==> src/sv/dcrb_pkg.sv <==
// ============================================================================
// dcrb_pkg
// Types and constants shared by the DMA channel register block.
// ============================================================================
`default_nettype none

package dcrb_pkg;

    // Command codes of a request word
    typedef enum logic [1:0] {
        CMD_READ  = 2'd0,
        CMD_WRITE = 2'd1,
        CMD_START = 2'd2,
        CMD_DONE  = 2'd3
    } t_cmd;

    // Register selector of an access
    typedef enum logic [2:0] {
        REG_SRC  = 3'd0,
        REG_DST  = 3'd1,
        REG_CNT  = 3'd2,
        REG_CTL  = 3'd3,
        REG_GLOB = 3'd4
    } t_reg_kind;

    // Result status codes
    typedef enum logic [2:0] {
        ST_OK        = 3'd0,
        ST_BAD_REG   = 3'd1,
        ST_BAD_SIZE  = 3'd2,
        ST_LEN_MISM  = 3'd3,
        ST_SRC_ALIGN = 3'd4,
        ST_DST_ALIGN = 3'd5
    } t_status;

    localparam int          MAX_SLOTS   = 3;  // channels 1..3 have storage
    localparam int          CH2_SLOT    = 1;  // storage slot of channel 2
    localparam int          TE_BIT      = 1;  // transfer-end flag in control
    localparam int          SIZE_LSB    = 4;  // transfer-size field, bits 6:4
    localparam logic [2:0]  SIZE_32BYTE = 3'd4;
    localparam int          UNIT_SHIFT  = 5;  // 32-byte units

    typedef struct packed {
        t_cmd        cmd;
        logic [1:0]  channel;
        logic [2:0]  reg_kind;
        logic [31:0] write_data;
        logic [31:0] dst_addr;
        logic [31:0] byte_count;
    } t_req;

    typedef struct packed {
        logic [31:0] read_data;
        t_status     status;
        logic        start_xfer;
        logic [31:0] xfer_src;
        logic [31:0] xfer_dst;
        logic [29:0] xfer_words;
        logic        done_pulse;
        logic        irq_pending;
    } t_rsp;

endpackage

`default_nettype wire

==> src/sv/dcrb_if.sv <==
// ============================================================================
// dcrb_req_if / dcrb_rsp_if
// Valid/ready channels for request words and result words.
// ============================================================================
`default_nettype none

interface dcrb_req_if;
    logic        valid;
    logic        ready;
    logic [1:0]  cmd;
    logic [1:0]  channel;
    logic [2:0]  reg_kind;
    logic [31:0] write_data;
    logic [31:0] dst_addr;
    logic [31:0] byte_count;

    modport source (output valid, cmd, channel, reg_kind, write_data, dst_addr,
                    byte_count, input ready);
    modport sink   (input valid, cmd, channel, reg_kind, write_data, dst_addr,
                    byte_count, output ready);
endinterface

interface dcrb_rsp_if;
    logic        valid;
    logic        ready;
    logic [31:0] read_data;
    logic [2:0]  status;
    logic        start_xfer;
    logic [31:0] xfer_src;
    logic [31:0] xfer_dst;
    logic [29:0] xfer_words;
    logic        done_pulse;
    logic        irq_pending;

    modport source (output valid, read_data, status, start_xfer, xfer_src,
                    xfer_dst, xfer_words, done_pulse, irq_pending, input ready);
    modport sink   (input valid, read_data, status, start_xfer, xfer_src,
                    xfer_dst, xfer_words, done_pulse, irq_pending, output ready);
endinterface

`default_nettype wire

==> src/sv/dcrb_core.sv <==
// ============================================================================
// dcrb_core
// Channel register file, TE read-then-clear logic and channel-2 launch checks.
// ============================================================================
`default_nettype none

module dcrb_core #(
    parameter int NUM_SLOTS = 3
) (
    input  wire logic           i_clk,
    input  wire logic           i_rst_n,
    input  wire logic           i_fire,
    input  wire dcrb_pkg::t_req i_req,
    output dcrb_pkg::t_rsp      o_rsp
);

    localparam int IdxW   = (NUM_SLOTS > 1) ? $clog2(NUM_SLOTS) : 1;
    localparam bit HasCh2 = (NUM_SLOTS > dcrb_pkg::CH2_SLOT);

    logic [31:0] r_src [NUM_SLOTS];
    logic [31:0] r_dst [NUM_SLOTS];
    logic [31:0] r_cnt [NUM_SLOTS];
    logic [31:0] r_ctl [NUM_SLOTS];
    logic        r_ack [NUM_SLOTS];
    logic [31:0] r_gop;
    logic [31:0] r_pend;
    logic        r_busy;

    logic [31:0] n_src [NUM_SLOTS];
    logic [31:0] n_dst [NUM_SLOTS];
    logic [31:0] n_cnt [NUM_SLOTS];
    logic [31:0] n_ctl [NUM_SLOTS];
    logic        n_ack [NUM_SLOTS];
    logic [31:0] n_gop;
    logic [31:0] n_pend;
    logic        n_busy;

    always_comb begin
        logic            is_acc;
        logic            is_wr;
        logic            ch_ok;
        logic            acc_ok;
        logic            kind_glob;
        logic [IdxW-1:0] idx;
        logic [31:0]     c2_src;
        logic [31:0]     c2_cnt;
        logic [31:0]     c2_ctl;
        logic            len_ok;
        logic            launch;
        logic            apply;
        logic            sel;
        logic [31:0]     wval;
        logic [31:0]     rd;

        is_acc    = (i_req.cmd == dcrb_pkg::CMD_READ) || (i_req.cmd == dcrb_pkg::CMD_WRITE);
        is_wr     = (i_req.cmd == dcrb_pkg::CMD_WRITE);
        kind_glob = (i_req.reg_kind == dcrb_pkg::REG_GLOB);
        ch_ok     = (i_req.channel != 2'd0) && (int'(i_req.channel) <= NUM_SLOTS);
        acc_ok    = is_acc && ch_ok && (i_req.reg_kind < dcrb_pkg::REG_GLOB);
        idx       = IdxW'(i_req.channel - 2'd1);

        // channel-2 view
        c2_src = '0;
        c2_cnt = '0;
        c2_ctl = '0;
        for (int k = 0; k < NUM_SLOTS; k++) begin
            if (k == dcrb_pkg::CH2_SLOT) begin
                c2_src = r_src[k];
                c2_cnt = r_cnt[k];
                c2_ctl = r_ctl[k];
            end
        end

        // byte_count == 32 * count without wrap
        len_ok = (i_req.byte_count[dcrb_pkg::UNIT_SHIFT-1:0] == '0)
              && (c2_cnt[31:32-dcrb_pkg::UNIT_SHIFT] == '0)
              && (i_req.byte_count[31:dcrb_pkg::UNIT_SHIFT]
                  == c2_cnt[31-dcrb_pkg::UNIT_SHIFT:0]);

        o_rsp = '0;
        launch = 1'b0;
        apply  = 1'b0;

        if (is_acc) begin
            if (!kind_glob && !acc_ok) begin
                o_rsp.status = dcrb_pkg::ST_BAD_REG;
            end
        end else if (!HasCh2) begin
            o_rsp.status = dcrb_pkg::ST_BAD_REG;
        end else if (i_req.cmd == dcrb_pkg::CMD_START) begin
            priority if (c2_ctl[dcrb_pkg::SIZE_LSB +: 3] != dcrb_pkg::SIZE_32BYTE) begin
                o_rsp.status = dcrb_pkg::ST_BAD_SIZE;
            end else if (!len_ok) begin
                o_rsp.status = dcrb_pkg::ST_LEN_MISM;
            end else if (c2_src[dcrb_pkg::UNIT_SHIFT-1:0] != '0) begin
                o_rsp.status = dcrb_pkg::ST_SRC_ALIGN;
            end else if (i_req.dst_addr[dcrb_pkg::UNIT_SHIFT-1:0] != '0) begin
                o_rsp.status = dcrb_pkg::ST_DST_ALIGN;
            end else begin
                launch = 1'b1;
            end
        end else begin
            apply = r_busy;
        end

        // register reads
        rd = '0;
        if (is_acc && !is_wr && kind_glob) begin
            rd = r_gop;
        end
        for (int k = 0; k < NUM_SLOTS; k++) begin
            if (acc_ok && !is_wr && idx == IdxW'(k)) begin
                unique case (dcrb_pkg::t_reg_kind'(i_req.reg_kind))
                    dcrb_pkg::REG_SRC: rd = r_src[k];
                    dcrb_pkg::REG_DST: rd = r_dst[k];
                    dcrb_pkg::REG_CNT: rd = r_cnt[k];
                    dcrb_pkg::REG_CTL: rd = r_ctl[k];
                    default:           rd = '0;
                endcase
            end
        end

        // next state
        n_gop  = (is_wr && kind_glob) ? i_req.write_data : r_gop;
        n_pend = launch ? (c2_src + i_req.byte_count) : r_pend;
        n_busy = launch ? 1'b1 : (apply ? 1'b0 : r_busy);

        for (int k = 0; k < NUM_SLOTS; k++) begin
            n_src[k] = r_src[k];
            n_dst[k] = r_dst[k];
            n_cnt[k] = r_cnt[k];
            n_ctl[k] = r_ctl[k];
            n_ack[k] = r_ack[k];
            sel  = acc_ok && (idx == IdxW'(k));
            wval = i_req.write_data;
            if (sel && is_wr) begin
                unique case (dcrb_pkg::t_reg_kind'(i_req.reg_kind))
                    dcrb_pkg::REG_SRC: n_src[k] = i_req.write_data;
                    dcrb_pkg::REG_DST: n_dst[k] = i_req.write_data;
                    dcrb_pkg::REG_CNT: n_cnt[k] = i_req.write_data;
                    dcrb_pkg::REG_CTL: begin
                        // TE: software can never set it; clearing needs a prior read
                        if (wval[dcrb_pkg::TE_BIT]) begin
                            if (!r_ctl[k][dcrb_pkg::TE_BIT]) begin
                                wval[dcrb_pkg::TE_BIT] = 1'b0;
                            end
                        end else if (r_ctl[k][dcrb_pkg::TE_BIT]) begin
                            if (r_ack[k]) begin
                                n_ack[k] = 1'b0;
                            end else begin
                                wval[dcrb_pkg::TE_BIT] = 1'b1;
                            end
                        end
                        n_ctl[k] = wval;
                    end
                    default: ;
                endcase
            end
            if (sel && !is_wr && (i_req.reg_kind == dcrb_pkg::REG_CTL)
                && r_ctl[k][dcrb_pkg::TE_BIT]) begin
                n_ack[k] = 1'b1;
            end
            if (apply && k == dcrb_pkg::CH2_SLOT) begin
                n_cnt[k] = '0;
                n_src[k] = r_pend;
                n_ctl[k][dcrb_pkg::TE_BIT] = 1'b1;
                n_ack[k] = 1'b0;
            end
        end

        o_rsp.read_data  = rd;
        o_rsp.start_xfer = launch;
        o_rsp.xfer_src   = launch ? c2_src : '0;
        o_rsp.xfer_dst   = launch ? i_req.dst_addr : '0;
        o_rsp.xfer_words = launch ? i_req.byte_count[31:2] : '0;
        o_rsp.done_pulse = apply;
        for (int k = 0; k < NUM_SLOTS; k++) begin
            if (k == dcrb_pkg::CH2_SLOT) begin
                o_rsp.irq_pending = n_ctl[k][dcrb_pkg::TE_BIT];
            end
        end
    end

    always_ff @(posedge i_clk) begin
        if (!i_rst_n) begin
            for (int k = 0; k < NUM_SLOTS; k++) begin
                r_src[k] <= '0;
                r_dst[k] <= '0;
                r_cnt[k] <= '0;
                r_ctl[k] <= '0;
                r_ack[k] <= 1'b0;
            end
            r_gop  <= '0;
            r_pend <= '0;
            r_busy <= 1'b0;
        end else if (i_fire) begin
            r_src  <= n_src;
            r_dst  <= n_dst;
            r_cnt  <= n_cnt;
            r_ctl  <= n_ctl;
            r_ack  <= n_ack;
            r_gop  <= n_gop;
            r_pend <= n_pend;
            r_busy <= n_busy;
        end
    end

endmodule

`default_nettype wire

==> src/sv/dma_channel_register_block_unit.sv <==
// ============================================================================
// dma_channel_register_block_unit
// DMA channel register block: bus register access, channel-2 launch and
// completion handling, one result word per request word.
// ============================================================================
//
//  Channel   Dir  Modport  Word contents
//  --------  ---  -------  ---------------------------------------------------
//  i_req     in   sink     cmd, channel, reg_kind, write_data, dst_addr,
//                          byte_count
//  o_rsp     out  source   read_data, status, start_xfer, xfer_src, xfer_dst,
//                          xfer_words, done_pulse, irq_pending
//
//  One request word per cycle while i_req.ready is high; its result is captured
//  in the output register at the accept edge.
//  The register file updates at the accept edge, so back-to-back words see
//  each other's effects.
//  i_req.ready is low only while a result is held and o_rsp.ready is low.
//  Synchronous active-low reset clears all channel registers, busy and the
//  output valid.
// ============================================================================
`default_nettype none

module dma_channel_register_block_unit #(
    parameter int NUM_CHANNELS = 3
) (
    input  wire logic  i_clk,
    input  wire logic  i_rst_n,
    dcrb_req_if.sink   i_req,
    dcrb_rsp_if.source o_rsp
);

    // storage for channels 1..min(NUM_CHANNELS, 3)
    localparam int NumSlots = (NUM_CHANNELS < dcrb_pkg::MAX_SLOTS) ?
                              NUM_CHANNELS : dcrb_pkg::MAX_SLOTS;

    dcrb_pkg::t_req req;
    dcrb_pkg::t_rsp n_rsp;
    dcrb_pkg::t_rsp r_rsp;
    logic           r_valid;
    logic           fire;

    // result register drains or is empty: take a new word
    assign i_req.ready = !r_valid || o_rsp.ready;
    assign fire        = i_req.valid && i_req.ready;

    assign req.cmd        = dcrb_pkg::t_cmd'(i_req.cmd);
    assign req.channel    = i_req.channel;
    assign req.reg_kind   = i_req.reg_kind;
    assign req.write_data = i_req.write_data;
    assign req.dst_addr   = i_req.dst_addr;
    assign req.byte_count = i_req.byte_count;

    dcrb_core #(
        .NUM_SLOTS (NumSlots)
    ) u_core (
        .i_clk   (i_clk),
        .i_rst_n (i_rst_n),
        .i_fire  (fire),
        .i_req   (req),
        .o_rsp   (n_rsp)
    );

    // result register
    always_ff @(posedge i_clk) begin
        if (!i_rst_n) begin
            r_valid <= 1'b0;
        end else if (fire) begin
            r_valid <= 1'b1;
        end else if (o_rsp.ready) begin
            r_valid <= 1'b0;
        end
    end

    always_ff @(posedge i_clk) begin
        if (fire) begin
            r_rsp <= n_rsp;
        end
    end

    assign o_rsp.valid       = r_valid;
    assign o_rsp.read_data   = r_rsp.read_data;
    assign o_rsp.status      = r_rsp.status;
    assign o_rsp.start_xfer  = r_rsp.start_xfer;
    assign o_rsp.xfer_src    = r_rsp.xfer_src;
    assign o_rsp.xfer_dst    = r_rsp.xfer_dst;
    assign o_rsp.xfer_words  = r_rsp.xfer_words;
    assign o_rsp.done_pulse  = r_rsp.done_pulse;
    assign o_rsp.irq_pending = r_rsp.irq_pending;

endmodule

`default_nettype wire
==> src/flat_wrapper.sv <==
// flat-port wrapper written by rule: the top's interface ports become plain ports
module dma_channel_register_block_unit_flat 
#(
    parameter int NUM_CHANNELS = 3
)
  (i_clk, i_rst_n, i_req_valid, i_req_cmd, i_req_channel, i_req_reg_kind, i_req_write_data, i_req_dst_addr, i_req_byte_count, i_req_ready, o_rsp_valid, o_rsp_read_data, o_rsp_status, o_rsp_start_xfer, o_rsp_xfer_src, o_rsp_xfer_dst, o_rsp_xfer_words, o_rsp_done_pulse, o_rsp_irq_pending, o_rsp_ready);
  dcrb_req_if i_req_i ();
  dcrb_rsp_if o_rsp_i ();
  input  wire logic i_clk;
  input  wire logic i_rst_n;
  input wire logic [$bits(i_req_i.valid)-1:0] i_req_valid;
  input wire logic [$bits(i_req_i.cmd)-1:0] i_req_cmd;
  input wire logic [$bits(i_req_i.channel)-1:0] i_req_channel;
  input wire logic [$bits(i_req_i.reg_kind)-1:0] i_req_reg_kind;
  input wire logic [$bits(i_req_i.write_data)-1:0] i_req_write_data;
  input wire logic [$bits(i_req_i.dst_addr)-1:0] i_req_dst_addr;
  input wire logic [$bits(i_req_i.byte_count)-1:0] i_req_byte_count;
  output wire logic [$bits(i_req_i.ready)-1:0] i_req_ready;
  output wire logic [$bits(o_rsp_i.valid)-1:0] o_rsp_valid;
  output wire logic [$bits(o_rsp_i.read_data)-1:0] o_rsp_read_data;
  output wire logic [$bits(o_rsp_i.status)-1:0] o_rsp_status;
  output wire logic [$bits(o_rsp_i.start_xfer)-1:0] o_rsp_start_xfer;
  output wire logic [$bits(o_rsp_i.xfer_src)-1:0] o_rsp_xfer_src;
  output wire logic [$bits(o_rsp_i.xfer_dst)-1:0] o_rsp_xfer_dst;
  output wire logic [$bits(o_rsp_i.xfer_words)-1:0] o_rsp_xfer_words;
  output wire logic [$bits(o_rsp_i.done_pulse)-1:0] o_rsp_done_pulse;
  output wire logic [$bits(o_rsp_i.irq_pending)-1:0] o_rsp_irq_pending;
  input wire logic [$bits(o_rsp_i.ready)-1:0] o_rsp_ready;
  assign i_req_i.valid = i_req_valid;
  assign i_req_i.cmd = i_req_cmd;
  assign i_req_i.channel = i_req_channel;
  assign i_req_i.reg_kind = i_req_reg_kind;
  assign i_req_i.write_data = i_req_write_data;
  assign i_req_i.dst_addr = i_req_dst_addr;
  assign i_req_i.byte_count = i_req_byte_count;
  assign i_req_ready = i_req_i.ready;
  assign o_rsp_valid = o_rsp_i.valid;
  assign o_rsp_read_data = o_rsp_i.read_data;
  assign o_rsp_status = o_rsp_i.status;
  assign o_rsp_start_xfer = o_rsp_i.start_xfer;
  assign o_rsp_xfer_src = o_rsp_i.xfer_src;
  assign o_rsp_xfer_dst = o_rsp_i.xfer_dst;
  assign o_rsp_xfer_words = o_rsp_i.xfer_words;
  assign o_rsp_done_pulse = o_rsp_i.done_pulse;
  assign o_rsp_irq_pending = o_rsp_i.irq_pending;
  assign o_rsp_i.ready = o_rsp_ready;
  dma_channel_register_block_unit #(.NUM_CHANNELS(NUM_CHANNELS)) u_core (.i_clk(i_clk), .i_rst_n(i_rst_n), .i_req(i_req_i), .o_rsp(o_rsp_i));
endmodule
==> config.mk <==
export PLATFORM = sky130hd
export DESIGN_NAME = dma_channel_register_block_unit_flat
export DESIGN_NICKNAME = d
export VERILOG_FILES = /design/src/sv/dcrb_pkg.sv /design/src/sv/dcrb_if.sv /design/src/sv/dcrb_core.sv /design/src/sv/dma_channel_register_block_unit.sv /design/src/flat_wrapper.sv
export SDC_FILE = /design/constraint.sdc
export NUM_CORES = 1
export LEC_CHECK = 0
export BUFFER_PORTS_ARGS = -buffer_cell sky130_fd_sc_hd__buf_2
export CELL_PAD_IN_SITES_DETAIL_PLACEMENT = 0
export CELL_PAD_IN_SITES_GLOBAL_PLACEMENT = 1
export CORE_ASPECT_RATIO = 1.75
export CORE_MARGIN = 2
export CORE_UTILIZATION = 42
export CTS_BUF_LIST = sky130_fd_sc_hd__clkbuf_4
export DETAILED_ROUTE_END_ITERATION = 10
export GPL_ROUTABILITY_DRIVEN = 1
export PLACE_DENSITY_LB_ADDON = 0.25
export SYNTH_ARGS = -nofsm -noshare
export SYNTH_HDL_FRONTEND = slang
export SYNTH_SLANG_ARGS = --single-unit
==> constraint.sdc <==
create_clock -name i_clk -period 7.2 [get_ports i_clk]
set_input_delay 1.44 -clock i_clk [delete_from_list [all_inputs] [get_ports i_clk]]
set_output_delay 1.44 -clock i_clk [all_outputs]
set_load 0.005 [all_outputs]
; Word level (Yosys, flattened, before mapping)
; Index checks and enable logic that the tools add are counted.
[word_totals]
ff_bits = 585
inputBits = 107
elab_cells = 181
[classes]
n_mux = 63
addsub = 2
reduce_logical = 74
magnitude_cmp = 1
eq_ne = 13
[op_table]
columns = cell, n
row1 = $pmux W32 S4, 3
row2 = $mux W32, 10
row3 = $mux W1, 42
row4 = $reduce_and A3 Y1, 12
row5 = $add A32 B32 Y32, 1
row6 = $logic_and A1 B1 Y1, 28
row7 = $eq A27 B27 Y1, 1
row8 = $reduce_bool A2 Y1, 12
row9 = $mux W3, 6
row10 = $reduce_and A5 Y1, 3
row11 = $logic_not A5 Y1, 2
row12 = $reduce_bool A5 Y1, 2
row13 = $reduce_bool A3 Y1, 3
row14 = $eq A3 B2 Y1 const B, 2
row15 = $reduce_and A2 Y1, 3
row16 = $eq A2 B1 Y1 const B, 2
row17 = $eq A2 B2 Y1 const B, 2
row18 = $logic_not A1 Y1, 4
row19 = $logic_not A2 Y1, 2
row20 = $mux W2, 2
row21 = $ne A2 B1 Y1 const B, 2
row22 = $eq A3 B1 Y1 const B, 1
row23 = $eq A3 B3 Y1 const B, 1
row24 = $logic_not A3 Y1, 1
row25 = 5 further kinds, 6

; Depth between registers and ports, before layout
[logic_depth]
depth_word = 10
mapped_depth = 11
depth_no_buf = 11

; Cells and area by module
; From an unflattened synthesis, not the netlist that was laid out.
[hier_totals]
cells_unflattened = 2862
hier_area_um2 = 25011.5
[modules_own_cells]
columns = mod, area_per_inst_um2, cells_per_inst, n_inst
row1 = dcrb_core, 20990.1, 2725, 1
row2 = dma_channel_register_block_unit, 4021.4, 137, 1

; Worst setup path before layout
; No wires, ideal clock.
[synth_path]
path_type = input port to flip-flop
startpoint = in o_rsp_ready
endpoint = reg u_core.u_core.r_cnt[10] (netlist name)
n_path_buf = 2
setup_slack_ps = -15
t_required_ps = 7130
arrival_ps = 7144
setup_ps = 70
stages = 9
path_cell_list = nand2b_1 > nand2_1 > inv_1 > clkbuf_1 > nand4_1 > nor2_1 > clkbuf_1 > nand2_1 > a21oi_1
[synth_via]
elab_chain_len = 3
[synth_rtl]
columns = item, line
row1 = from (decl), flat_wrapper.sv:28  ; input wire logic [$bits(o_rsp_i.ready)-1:0] o_rsp_ready;
row2 = $logic_or A1 B1 Y1, dma_channel_register_block_unit.sv:44  ; assign i_req.ready = !r_valid || o_rsp.ready;
row3 = $logic_and A1 B1 Y1, dma_channel_register_block_unit.sv:45  ; assign fire = i_req.valid && i_req.ready;
row4 = via u_core.fire, dma_channel_register_block_unit.sv:41  ; logic fire;
row5 = $reduce_and A3 Y1 (no source line), -
row6 = to (signal assigned), dcrb_core.sv:199  ; r_cnt <= n_cnt;
row7 = to (decl), dcrb_core.sv:22  ; logic [31:0] r_cnt [NUM_SLOTS];
; The timed path passes the listed nets, and every way through them passes these cells.
; A chain may end at the register's enable or synchronous reset.

; Worst setup path after layout
[layout_path]
startpoint = in i_req_byte_count[7]
endpoint = reg u_core.u_core.r_pend[2]
[layout_via]
elab_chain_len = 7
[layout_rtl]
columns = item, line
row1 = from (decl), flat_wrapper.sv:17  ; input wire logic [$bits(i_req_i.byte_count)-1:0] i_req_byte_count;
row2 = $eq A27 B27 Y1, dcrb_core.sv:78  ; == c2_cnt[31-dcrb_pkg::UNIT_SHIFT:0]);
row3 = $logic_and A1 B1 Y1, dcrb_core.sv:77  ; && (i_req.byte_count[31:dcrb_pkg::UNIT_SHIFT]
row4 = $mux W1, dcrb_core.sv:93  ; end else if (!len_ok) begin
row5 = $mux W1, dcrb_core.sv:91  ; priority if (c2_ctl[dcrb_pkg::SIZE_LSB +: 3] != dcrb_pkg::SIZE_32BYTE) begin
row6 = $mux W1, dcrb_core.sv:90  ; end else if (i_req.cmd == dcrb_pkg::CMD_START) begin
row7 = $mux W1, dcrb_core.sv:84  ; if (is_acc) begin
row8 = $reduce_and A2 Y1 (no source line), -
row9 = to (signal assigned), dcrb_core.sv:203  ; r_pend <= n_pend;
row10 = to (decl), dcrb_core.sv:26  ; logic [31:0] r_pend;
; No other way between the ends.

==> metrics.cfg <==
[worst_hold_path]
hold_end=u_core.u_core.r_ctl[1]$_SDFFE_PN0P_
hold_depth=1
hold_path_class=register to register
worstHoldStart=u_core.u_core.r_ack[0]$_SDFFE_PN0P_

[worst_setup_path]
cp_slowest_stage_delay_ps=640
rr_endpoint=u_core.u_core.r_pend[2]$_SDFFE_PN0P_
crit_chain=buf_2 > xnor2_1 > nand4_1 > nor4_1 > and4_1 > and3b_2 > and2_1 > buf_4 > nor2_1 > a211oi_1
cp_top_family=simple AND/OR/NAND/NOR gates
cp.required_ps=7960
critPathSlowestCell=and2_1
cp_max_fo=27
start_kind=primary input
r2r_cells=9
cp_num_buf_inv=2
arrival_ps=4620
rrSetupSlack_ps=3670
critPathKind=primary input to register
endpoint_kind=register
reg2reg_from=u_core.u_core.r_cnt[34]$_SDFFE_PN0P_

[logic_synthesis]
ys_types=69
ys_seq_elements=585
synth_edf_count=132
synth.avg_cell_area_um2=8.56
synth_top_area_cell=dfxtp_1
synth_commonest_cells=nand2_1, a21oi_1, dfxtp_1, clkbuf_1, edfxtp_1
syn_area_um2=25000
ys_dominant_reg_cell=dfxtp_1
async_flop_share=0
synthTopCellsByArea=dfxtp_1, edfxtp_1, nand2_1, a21oi_1, clkbuf_1
ys_seq_area_frac=0.521
yosysMostFrequentCell=nand2_1
synth_top_area_frac=0.363
synthCells=2922
yosysWarnings=0

[clock_tree]
htree_levels=4
clockRootBuffer=clkbuf_4
cts_setup_buffers=0
cts_hold_buf=0
tritoncts=built
cts_buffers=137
clock_latency_ps=880
cts_sinks=585
clkTransAtPathRegs_ps=70
cts_resized=0
clockBufferDepth=3

[grt]
antenna_found_initial=7
grt_max_degree=190
grt_pass1_wl_um=125000
grt_remaining_overflow=0
grt_pass1_vias=21700
track_usage=0.259

[power_and_ir_drop]
pwr-share-clk=0.421
p_int_w=0.00487
ir_worst_vdd_mv=0.134
p_sw_frac=0.243
power_switching_w=0.00156
leakage_nw=10.1
pwr-share-seq=0.529
pwr-share-comb=0.050
p_per_area_nw_per_um2=226

[job]
drv_cap=0

[run_status]
status=finished clean

[sta]
tns_ps=0
skew_ps=51.7
maxSlewViolCount=0
final-hold-violation-count=0
max_slew_margin=0.256
rsz0062_at_grt=false
finalCritPeriodShare=0.537
fmax_ghz=0.259
worstMarginPinSlew_ps=1110
setup_viol=0
min_period_ps=3860

[finish]
n_fill_cell=5685
drive_gt1_frac=0.164
regArea_um2=13000
multi_input_area_um2=11100
syn_to_final_growth_pct=13.6
nNetsFinal=3228
final_core_util=0.481

[drt]
wl_per_cell_um=20.5
viasPerCell=5.64
vias=22400
drt_iter0_drc=1836
ant_nets=0
dr.pass1.iters=5
wirelength_um=81500
drc_errors=0

[die]
die_area_um2=61600
die_h_um=327
die_w_um=188
core_um2=59100
boundaryPins=241
start_util=0.423
core.rowCount=118

[placed_design]
gp_congestion=0.914
dpl.hpwl_um=52400
port_buffers=240

metal layers:
metal / global-route usage / vias up / routed length, um
met1: 0.307 / 10700 / 32300
met4: 0.125 / 4 / 3120
met3: 0.0398 / 172 / 5040
met5: 0 / - / 22
met2: 0.457 / 910 / 41000
li1: - / 10600 / -
through the flow:
stage | hold slack [ps] | worst slack (ps) | total power [W] | instances | cell area, um2
6_report | 432 | 3340 | 0.00643 | 3973 | 28400
3_5_place_dp | 423 | 2430 | 0.00379 | 3730 | 26700
4_1_cts | 432 | 3350 | 0.00651 | 3967 | 28400
5_1_grt | 430 | 3160 | 0.00668 | 3972 | 28400
3_3_place_gp | 410 | 2470 | 0.00379 | 3730 | 26700
2_1_floorplan | 403 | 2300 | 0.00364 | 2934 | 25000
worst max-delay path by stage:
stage	depth (start not counted)	endpoint	startpoint	slack, ps
2_1_floorplan	9	u_core.u_core.r_cnt[10]$_SDFFE_PN0P_	o_rsp_ready	2300
3_3_place_gp	10	u_core.u_core.r_pend[2]$_SDFFE_PN0P_	i_req_byte_count[7]	2470
3_5_place_dp	10	u_core.u_core.r_pend[2]$_SDFFE_PN0P_	i_req_byte_count[7]	2430
4_1_cts	10	u_core.u_core.r_pend[2]$_SDFFE_PN0P_	i_req_byte_count[7]	3350
5_1_grt	10	u_core.u_core.r_pend[2]$_SDFFE_PN0P_	i_req_byte_count[7]	3160
6_report	10	u_core.u_core.r_pend[2]$_SDFFE_PN0P_	i_req_byte_count[7]	3340
registers in the layout, summed over array words and instances (netlist names):
name	flops
u_core.o_rsp.valid	1
u_core.o_rsp.xfer_dst	32
u_core.u_core.r_ack	3
u_core.u_core.r_cnt	96
u_core.o_rsp.start_xfer	1
u_core.o_rsp.read_data	32
u_core.o_rsp.irq_pending	1
u_core.u_core.r_dst	96
u_core.u_core.r_gop	32
u_core.o_rsp.done_pulse	1
u_core.u_core.r_pend	32
u_core.o_rsp.xfer_words	30
u_core.u_core.r_busy	1
u_core.o_rsp.xfer_src	32
u_core.o_rsp.status	3
u_core.u_core.r_src	96
u_core.u_core.r_ctl	96
layout make-up:
class,instances,area share
sequential,585,0.459
clock buffer,196,0.0518
inverter,13,0.00216
multi-input combinational,2080,0.391
tap,780,0.0344
clock inverter,41,0.00938
timing repair buffer,272,0.0521
antenna,6,0.000529
power groups by stage:
stage	registers [W]	clock network, W	logic, W
after floorplan	0.00348	0	0.000154
after global placement	0.00347	0	0.000315
after detailed placement	0.00347	0	0.000318
after CTS	0.00340	0.00279	0.000319
after global routing	0.00340	0.00294	0.000344
final	0.00340	0.00271	0.000321
cells by family (layout without fill, tap and decap cells):
kind of cell,after synthesis,after routing,share of synthesized area
simple gates,1146,1146,0.192
compound gates,834,834,0.210
flops,585,585,0.521
buf+inv,269,522,0.0410
xor+xnor,52,52,0.0182
fa+ha+maj,32,32,0.0163
mux,3,3,0.00120
other cells,1,19,0.000150
cells in the final DEF (no fill, tap or decap), types with 5 or more instances in the layout:
master	count
a311oi_1	33
conb_1	13
nor2_4	9
diode_2	6
o21bai_1	5
a221oi_1	62
nor2_1	63
o21ai_0	19
buf_2	240
a21o_1	13
o22ai_1	32
nor3_1	7
inv_2	6
nor4_1	8
a22o_1	62
xnor2_1	38
a22oi_1	67
and2_1	86
nand4_1	14
buf_4	29
a21oi_1	474
and3_1	5
a31oi_1	8
clkbuf_4	196
dfxtp_1	453
edfxtp_1	132
nand3_1	41
ha_1	31
clkinv_2	6
nand2b_1	5
inv_1	10
clkinv_1	26
a211o_1	31
or3_1	7
nand2_1	864
xor2_1	14
Power figures use the tool's default switching activity.
